==> config.mk <==
export PLATFORM = sky130hd
export DESIGN_NAME = nmea_position_field_extractor
export DESIGN_NICKNAME = d
export VERILOG_FILES = /design/src/rtl/npfe_pkg.sv /design/src/rtl/npfe_parse.sv /design/src/rtl/nmea_position_field_extractor.sv
export SDC_FILE = /design/constraint.sdc
export NUM_CORES = 1
export LEC_CHECK = 0
export BUFFER_PORTS_ARGS = -buffer_cell sky130_fd_sc_hd__buf_4
export CORE_MARGIN = 2
export CORE_UTILIZATION = 55
export DETAILED_ROUTE_END_ITERATION = 6
export GPL_TIMING_DRIVEN = 0
export PLACE_DENSITY = 0.74
export SYNTH_ARGS = -nofsm -noshare
export SYNTH_HDL_FRONTEND = slang
export SYNTH_SLANG_ARGS = --single-unit
==> constraint.sdc <==
create_clock -name i_clk -period 7.8 [get_ports i_clk]
set_clock_uncertainty 0.1 [all_clocks]
set_input_delay 1.56 -clock i_clk [delete_from_list [all_inputs] [get_ports i_clk]]
set_output_delay 1.56 -clock i_clk [all_outputs]
set_load 0.005 [all_outputs]
==> src/rtl/npfe_pkg.sv <==
// Shared types and constants for the NMEA position field extractor.
`default_nettype none

package npfe_pkg;

    localparam int BCD_W   = 40;
    localparam int CNT_W   = 4;
    localparam int NIBBLES = BCD_W / 4;
    localparam int HDR_W   = 48;
    localparam int WIN_W   = 40;

    // Header values as they sit in the six-byte window
    localparam logic [HDR_W-1:0] HDR_RMC = 48'h2447_5052_4D43; // "$GPRMC"
    localparam logic [HDR_W-1:0] HDR_GGA = 48'h2447_5047_4741; // "$GPGGA"

    localparam logic [7:0] CH_COMMA = 8'h2C;
    localparam logic [7:0] CH_ZERO  = 8'h30;
    localparam logic [7:0] CH_NINE  = 8'h39;
    localparam logic [7:0] CH_N     = 8'h4E;
    localparam logic [7:0] CH_S     = 8'h53;
    localparam logic [7:0] CH_E     = 8'h45;
    localparam logic [7:0] CH_W     = 8'h57;

    // Configuration register indexes
    localparam int CFG_IDX_W = 1;
    localparam logic [CFG_IDX_W-1:0] CFG_ACCEPT_RMC = 1'b0;
    localparam logic [CFG_IDX_W-1:0] CFG_ACCEPT_GGA = 1'b1;

    typedef struct packed {
        logic [BCD_W-1:0] bcd;
        logic [CNT_W-1:0] count;
        logic             lon;
        logic             hemi;
        logic             ovf;
    } t_coord;

endpackage

`default_nettype wire

==> src/rtl/npfe_parse.sv <==
// Sentence tracker: header window, field capture and coordinate result.
`default_nettype none

module npfe_parse
    import npfe_pkg::*;
#(
    parameter int KEPT = 10
) (
    input  wire logic       i_clk,
    input  wire logic       i_rst_n,
    input  wire logic       i_acc,
    input  wire logic [7:0] i_byte,
    input  wire logic       i_accept_rmc,
    input  wire logic       i_accept_gga,
    output logic            o_res_vld,
    output t_coord          o_res
);

    logic [WIN_W-1:0] r_win,     n_win;
    logic             r_in_sent, n_in_sent;
    logic [BCD_W-1:0] r_cur_bcd, n_cur_bcd;
    logic [CNT_W-1:0] r_cur_cnt, n_cur_cnt;
    logic             r_cur_ovf, n_cur_ovf;
    logic [BCD_W-1:0] r_cls_bcd, n_cls_bcd;
    logic [CNT_W-1:0] r_cls_cnt, n_cls_cnt;
    logic             r_cls_ovf, n_cls_ovf;

    logic [HDR_W-1:0] six;
    logic             hdr_hit;
    logic             is_digit;
    logic             is_trig;
    logic             is_lon;

    assign six      = {r_win, i_byte};
    assign hdr_hit  = (i_accept_rmc && six == HDR_RMC) || (i_accept_gga && six == HDR_GGA);
    assign is_digit = (i_byte >= CH_ZERO) && (i_byte <= CH_NINE);
    assign is_lon   = (i_byte == CH_E) || (i_byte == CH_W);
    assign is_trig  = (i_byte == CH_N) || (i_byte == CH_S) || is_lon;

    always_comb begin
        n_win     = r_win;
        n_in_sent = r_in_sent;
        n_cur_bcd = r_cur_bcd;
        n_cur_cnt = r_cur_cnt;
        n_cur_ovf = r_cur_ovf;
        n_cls_bcd = r_cls_bcd;
        n_cls_cnt = r_cls_cnt;
        n_cls_ovf = r_cls_ovf;
        o_res_vld = 1'b0;
        o_res.bcd   = r_cls_bcd;
        o_res.count = r_cls_cnt;
        o_res.lon   = is_lon;
        o_res.hemi  = (i_byte == CH_S) || (i_byte == CH_W);
        o_res.ovf   = r_cls_ovf;
        if (i_acc) begin
            n_win = six[WIN_W-1:0];
            if (!r_in_sent) begin
                // hunting: only a matched header matters
                if (hdr_hit) begin
                    n_in_sent = 1'b1;
                    n_cur_bcd = '0;
                    n_cur_cnt = '0;
                    n_cur_ovf = 1'b0;
                    n_cls_bcd = '0;
                    n_cls_cnt = '0;
                    n_cls_ovf = 1'b0;
                end
            end else if (i_byte == CH_COMMA) begin
                n_cls_bcd = r_cur_bcd;
                n_cls_cnt = r_cur_cnt;
                n_cls_ovf = r_cur_ovf;
                n_cur_bcd = '0;
                n_cur_cnt = '0;
                n_cur_ovf = 1'b0;
            end else if (is_digit) begin
                if (r_cur_cnt < CNT_W'(KEPT)) begin
                    for (int i = 0; i < NIBBLES; i++) begin
                        if (r_cur_cnt == CNT_W'(i)) begin
                            n_cur_bcd[BCD_W-1-4*i -: 4] = i_byte[3:0];
                        end
                    end
                    n_cur_cnt = r_cur_cnt + CNT_W'(1);
                end else begin
                    n_cur_ovf = 1'b1;
                end
            end else if (is_trig) begin
                o_res_vld = 1'b1;
                // E/W ends the sentence
                if (is_lon) begin
                    n_in_sent = 1'b0;
                end
            end
        end
    end

    always_ff @(posedge i_clk) begin
        if (!i_rst_n) begin
            r_win     <= '0;
            r_in_sent <= 1'b0;
            r_cur_bcd <= '0;
            r_cur_cnt <= '0;
            r_cur_ovf <= 1'b0;
            r_cls_bcd <= '0;
            r_cls_cnt <= '0;
            r_cls_ovf <= 1'b0;
        end else begin
            r_win     <= n_win;
            r_in_sent <= n_in_sent;
            r_cur_bcd <= n_cur_bcd;
            r_cur_cnt <= n_cur_cnt;
            r_cur_ovf <= n_cur_ovf;
            r_cls_bcd <= n_cls_bcd;
            r_cls_cnt <= n_cls_cnt;
            r_cls_ovf <= n_cls_ovf;
        end
    end

endmodule

`default_nettype wire

==> src/rtl/nmea_position_field_extractor.sv <==
// Top level of the NMEA position field extractor: config, parser and output queue.
//
//  channel | direction | handshake               | word
//  --------+-----------+-------------------------+-----------------------------------
//  in      | into      | i_in_valid / o_in_stall | i_rx_byte
//  out     | out of    | o_out_valid/i_out_stall | o_coord_bcd, o_digit_count,
//          |           |                         | o_is_longitude, o_hemisphere,
//          |           |                         | o_overflow
//  cfg     | into      | i_cfg_we                | i_cfg_idx, i_cfg_data
//
// One byte is taken per cycle while o_in_stall is low; the parser updates its
// state at the accepting edge, and a coordinate word, if the byte is N/S/E/W
// inside a sentence, lands in the output register or the skid register at that same edge.
// A second (skid) register catches a word while the output is stalled;
// o_in_stall is raised only while that skid register is full.
// Reset is synchronous and active low; it clears all control state and sets
// both header enables.
`default_nettype none

module nmea_position_field_extractor
    import npfe_pkg::*;
#(
    parameter int MAX_DIGITS = 10
) (
    input  wire logic                 i_clk,
    input  wire logic                 i_rst_n,
    input  wire logic                 i_in_valid,
    output logic                      o_in_stall,
    input  wire logic [7:0]           i_rx_byte,
    output logic                      o_out_valid,
    input  wire logic                 i_out_stall,
    output logic [BCD_W-1:0]          o_coord_bcd,
    output logic [CNT_W-1:0]          o_digit_count,
    output logic                      o_is_longitude,
    output logic                      o_hemisphere,
    output logic                      o_overflow,
    input  wire logic                 i_cfg_we,
    input  wire logic [CFG_IDX_W-1:0] i_cfg_idx,
    input  wire logic                 i_cfg_data
);

    // digits kept per field: never more than the BCD word holds
    localparam int KEPT = (MAX_DIGITS < NIBBLES) ? MAX_DIGITS : NIBBLES;

    logic   r_acc_rmc;
    logic   r_acc_gga;
    logic   r_out_vld;
    logic   r_skd_vld;
    t_coord r_out;
    t_coord r_skd;

    logic   in_acc;
    logic   out_fire;
    logic   res_vld;
    t_coord res;

    assign in_acc   = i_in_valid && !o_in_stall;
    assign out_fire = r_out_vld && !i_out_stall;

    // Configuration registers, write-only: user writes only while idle; not enforced
    always_ff @(posedge i_clk) begin
        if (!i_rst_n) begin
            r_acc_rmc <= 1'b1;
            r_acc_gga <= 1'b1;
        end else if (i_cfg_we) begin
            unique case (i_cfg_idx)
                CFG_ACCEPT_RMC: r_acc_rmc <= i_cfg_data;
                CFG_ACCEPT_GGA: r_acc_gga <= i_cfg_data;
                default: ;
            endcase
        end
    end

    npfe_parse #(
        .KEPT (KEPT)
    ) u_parse (
        .i_clk        (i_clk),
        .i_rst_n      (i_rst_n),
        .i_acc        (in_acc),
        .i_byte       (i_rx_byte),
        .i_accept_rmc (r_acc_rmc),
        .i_accept_gga (r_acc_gga),
        .o_res_vld    (res_vld),
        .o_res        (res)
    );

    // Output register with skid: valid flags
    always_ff @(posedge i_clk) begin
        if (!i_rst_n) begin
            r_out_vld <= 1'b0;
            r_skd_vld <= 1'b0;
        end else if (r_skd_vld) begin
            // input is held off; drain skid into output
            if (out_fire) begin
                r_skd_vld <= 1'b0;
            end
        end else if (res_vld) begin
            if (r_out_vld && !out_fire) begin
                r_skd_vld <= 1'b1;
            end else begin
                r_out_vld <= 1'b1;
            end
        end else if (out_fire) begin
            r_out_vld <= 1'b0;
        end
    end

    // Payload registers: no reset
    always_ff @(posedge i_clk) begin
        if (r_skd_vld) begin
            if (out_fire) begin
                r_out <= r_skd;
            end
        end else if (res_vld) begin
            if (r_out_vld && !out_fire) begin
                r_skd <= res;
            end else begin
                r_out <= res;
            end
        end
    end

    assign o_in_stall     = r_skd_vld;
    assign o_out_valid    = r_out_vld;
    assign o_coord_bcd    = r_out.bcd;
    assign o_digit_count  = r_out.count;
    assign o_is_longitude = r_out.lon;
    assign o_hemisphere   = r_out.hemi;
    assign o_overflow     = r_out.ovf;

    // skid never holds a word ahead of an empty output register
    a_skid_behind_out: assert property (@(posedge i_clk) disable iff (!i_rst_n)
        r_skd_vld |-> r_out_vld)
        else $error("skid register full while output register empty");

    // a stalled full output with a new result must fill the skid
    a_skid_fill: assert property (@(posedge i_clk) disable iff (!i_rst_n)
        (r_out_vld && i_out_stall && res_vld) |=> r_skd_vld)
        else $error("result dropped while output stalled");

    // digit count stays within the kept limit
    a_count_limit: assert property (@(posedge i_clk) disable iff (!i_rst_n)
        o_out_valid |-> (o_digit_count <= CNT_W'(KEPT)))
        else $error("digit count beyond kept limit");

    // overflow only ever follows a full field
    a_ovf_full: assert property (@(posedge i_clk) disable iff (!i_rst_n)
        (o_out_valid && o_overflow) |-> (o_digit_count == CNT_W'(KEPT)))
        else $error("overflow flagged on a field that was not full");

endmodule

`default_nettype wire

==> impl_metrics.csv <==
group,metric,value,unit
cts,cts_buffers,22,
power_and_ir_drop,p_switching,0.4701,mW
cts,postCtsResizedCells,0,
routing,drt_iter0_markers,495,
min_path,hold_path_depth,0,
synthesis,synth_nets,897,
power_and_ir_drop,power.share.clock,44.0,%
synthesis,async_reset_ff_share,0,%
grt,grt_max_degree,35,
setup_path,crit_type,"input port to flip-flop",
synthesis,seq_area_frac_synth,60.44,%
routing,finalWirelength,21.04,mm
routing,first_pass_iters,5,
sta,grt_setup_unrepaired,"false",
place,io_buffer_count,62,
cts,post-cts-setup-buffer-count,0,
die,ios,64,
synthesis,ys.flop_type,"dfxtp_1",
cts,worst_skew_pair.late_latency,0.51,ns
setup_path,worstPathArrival,4.35,ns
cts,clkSinkCount,229,
routing,routed_via_density,5.780,
die,rows,47,
cells_and_area,diodes,0,
setup_path,r2r-start,"o_in_stall",
place,dpl.hpwl,14.19,mm
routing,post_drt_wl_per_cell,17.50,um
setup_path,cpMostUsedCell,"clkbuf_1",
die,die_y,132.9,um
die,fp.dieW,132.9,um
setup_path,end_kind,"flip-flop",
synthesis,yosysTopAreaCell,"edfxtp_1",
power_and_ir_drop,p_seq_share,53.4,%
power_and_ir_drop,intPower,1.865,mW
synthesis,ys_ff_latch,229,
sta,fin_crit,4.258,ns
sta,fmax,0.2349,GHz
setup_path,cp_num_cells,8,
grt,antenna_found_initial,0,
sta,hold_violations,0,
power_and_ir_drop,p_leak,3.443,nW
synthesis,synth_top_area_share,30.88,%
place,dp.cells,1162,
synthesis,synth_area_per_cell,10.41,um2
setup_path,r2r_slack,4.54,ns
setup_path,cp.required,7.89,ns
grt,grt-ovfl-total,0,
cells_and_area,nets,985,
cells_and_area,final_cell_count_no_fill,1202,
sta,finalCritPeriodShare,54.59,%
grt,grtUsageTotal,23.93,%
sta,finalSetupViolations,0,
setup_path,crit_family,"buffers and inverters",
synthesis,synthDistinctLibCells,56,
routing,drc,0,
min_path,holdPathEnd,"r_skd[38]",
synthesis,synth_edf_count,94,
die,die_area,17670,um2
cts,clockBufferDepth,3,
sta,holdWs,0.3553,ns
routing,vias,6947,
min_path,hp-start,"u_parse.r_cls_bcd[31]",
cts,cts-root-buf,"clkbuf_16",
cts,cts_tree,"done",
sta,slew_viol_final,0,
cts,clkTransAtPathRegs,0.06,ns
run_status,run_status,"finished, final reports clean",
cts,cts_hold_buf,0,
setup_path,cp_max_fo,29,
min_path,hp-class,"flip-flop to flip-flop",
power_and_ir_drop,swShare,20.13,%
sta,worstMarginPinSlew,1.216,ns
grt,grt_pass1_vias,6622,
setup_path,cp-start-kind,"input port",
setup_path,cpPeakStageDelay,0.68,ns
place,gp_congestion,0.9126,
power_and_ir_drop,vdd_drop_max,0.0001929,V
setup_path,path_buf_inv,4,
cells_and_area,syn_to_final_growth,16.45,%
cells_and_area,final_util,64.88,%
run,cap_violations,0,
cts,htreeDepth,1,
power_and_ir_drop,p_comb_share,2.6,%
grt,grt_first_pass_wirelength,34.11,mm
synthesis,syn_area,9141,um2
die,start_util,55.72,%
power_and_ir_drop,power_density,219.4,nW/um2
die,fp.coreArea,16410,um2
setup_path,crit_chain,"buf_4 > or3b_1 > clkbuf_1 > clkbuf_1 > o211ai_1 > or3b_2 > a21boi_4 > buf_12",
synthesis,syn_inst,878,
cells_and_area,drive_gt1_share,16.90,%
setup_path,rr_endpoint,"o_coord_bcd[21]",
synthesis,yosysWarnings,0,
setup_path,cp_slowest_cell,"a21boi_4",
setup_path,reg2regPathDepth,6,
synthesis,synthTopCellsByArea,"edfxtp_1, dfxtp_1, nand2_1, mux2_2, a21oi_1",
routing,antenna_left,0,
sta,slew_headroom,18.24,%
==> layer usage <==
metal | wire length, um | global-route usage, % | vias to the layer above
met4 | 567 | 8.065 | 0
met2 | 9901 | 38.34 | 201
met1 | 9456 | 33.79 | 3335
met5 | 0 | 0 | -
li1 | - | - | 3373
met3 | 1115 | 3.295 | 38
==> cells by family (layout without fill, tap and decap cells) <==
kind of cell / Yosys count / count (layout) / share of synthesized area [%]
AOI/OAI and AO/OA: 223 / 223 / 14.08
xor gates and xnor gates: 1 / 1 / 0.09583
adders and majority gates: 4 / 4 / 0.5475
buffers and inverters: 68 / 172 / 2.874
DFF: 229 / 229 / 60.44
muxes: 47 / 47 / 5.776
and+or+nand+nor: 306 / 306 / 16.18
==> state kept, by name, summed over array words and instances, names as in the netlist <==
signal / cells
u_parse.r_cls_ovf: 1
r_acc_gga: 1
r_acc_rmc: 1
o_is_longitude: 1
u_parse.r_cur_bcd: 40
u_parse.r_cur_ovf: 1
u_parse.r_cls_bcd: 40
o_in_stall: 1
u_parse.r_cur_cnt: 4
o_out_valid: 1
u_parse.r_win: 40
o_coord_bcd: 40
o_overflow: 1
o_hemisphere: 1
u_parse.r_cls_cnt: 4
r_skd: 47
o_digit_count: 4
u_parse.r_in_sent: 1
==> final cells by class <==
cell class,count,area [um2]
plain buffers,59,229.0
clock buffers,40,704.4
fillers,1313,5762
inverters,9,33.78
multi-input cells,581,3372
flip-flops and latches,229,5525
well taps,220,275.3
repair buffers,64,505.5
==> placed cells by master, fill, tap and decap left out, types with 5 or more instances in the layout <==
cell type	instances
a21oi_1	101
buf_2	6
buf_4	62
clkbuf_1	62
clkbuf_16	24
dfxtp_1	135
edfxtp_1	94
inv_1	7
mux2_2	46
nand2_1	188
nand3_1	28
nand3b_1	6
nand4_1	7
nor2_1	21
nor4_2	5
nor4b_1	7
nor4bb_1	9
o211ai_1	6
o21ai_0	63
o22ai_1	22
o311ai_1	9
or3b_2	5
==> worst max path at each step <==
stage,from,to
after detailed placement,i_rx_byte[5],o_coord_bcd[11]
after global routing,i_rx_byte[5],o_coord_bcd[18]
final,i_rx_byte[5],o_coord_bcd[21]
after global placement,i_rx_byte[5],o_coord_bcd[11]
after CTS,i_rx_byte[5],o_coord_bcd[18]
after floorplan,i_rx_byte[5],o_coord_bcd[0]
==> power groups by stage <==
stage                     combinational, mW  clock (mW)  sequential, mW
after floorplan                      0.0370           0            1.27
after global placement               0.0592           0            1.27
after detailed placement             0.0597           0            1.27
after CTS                            0.0601        1.04            1.25
after global routing                 0.0670        1.09            1.25
final                                0.0611        1.03            1.25
==> cells in the mapped netlist (2+ instances only) <==
library cell and count:
dfxtp_1 135, nand4_1 7, o311ai_0 3, nor2_1 22
nand2_1 188, nor4_2 5, nor3b_1 4, a31oi_1 2
or3b_2 5, nand3_1 28, o311ai_1 8, edfxtp_1 94
o32ai_1 3, o21ai_0 63, nand4bb_1 2, o22ai_1 22
mux2_2 46, or4_1 2, o31ai_1 2, ha_1 4
inv_1 7, buf_1 2, buf_2 6, nor4_1 4
nor3_1 3, nor4bb_1 9, nand3b_1 6, o211ai_1 6
nor4b_1 7, clkbuf_1 51, nor2b_1 3, a21oi_1 101
or2_2 4, a211oi_1 2
==> through the flow <==
stage / setup slack [ns] / setup TNS [ns] / cell area (um2) / total power, mW
2_1_floorplan: 0.8732 / 0 / 9141 / 1.308
3_3_place_gp: -1.381 / -64.55 / 9882 / 1.332
3_5_place_dp: 3.099 / 0 / 9941 / 1.333
4_1_cts: 3.586 / 0 / 10650 / 2.350
5_1_grt: 3.412 / 0 / 10650 / 2.408
6_report: 3.542 / 0 / 10650 / 2.335
No activity file was read; power rests on OpenSTA's default activity.
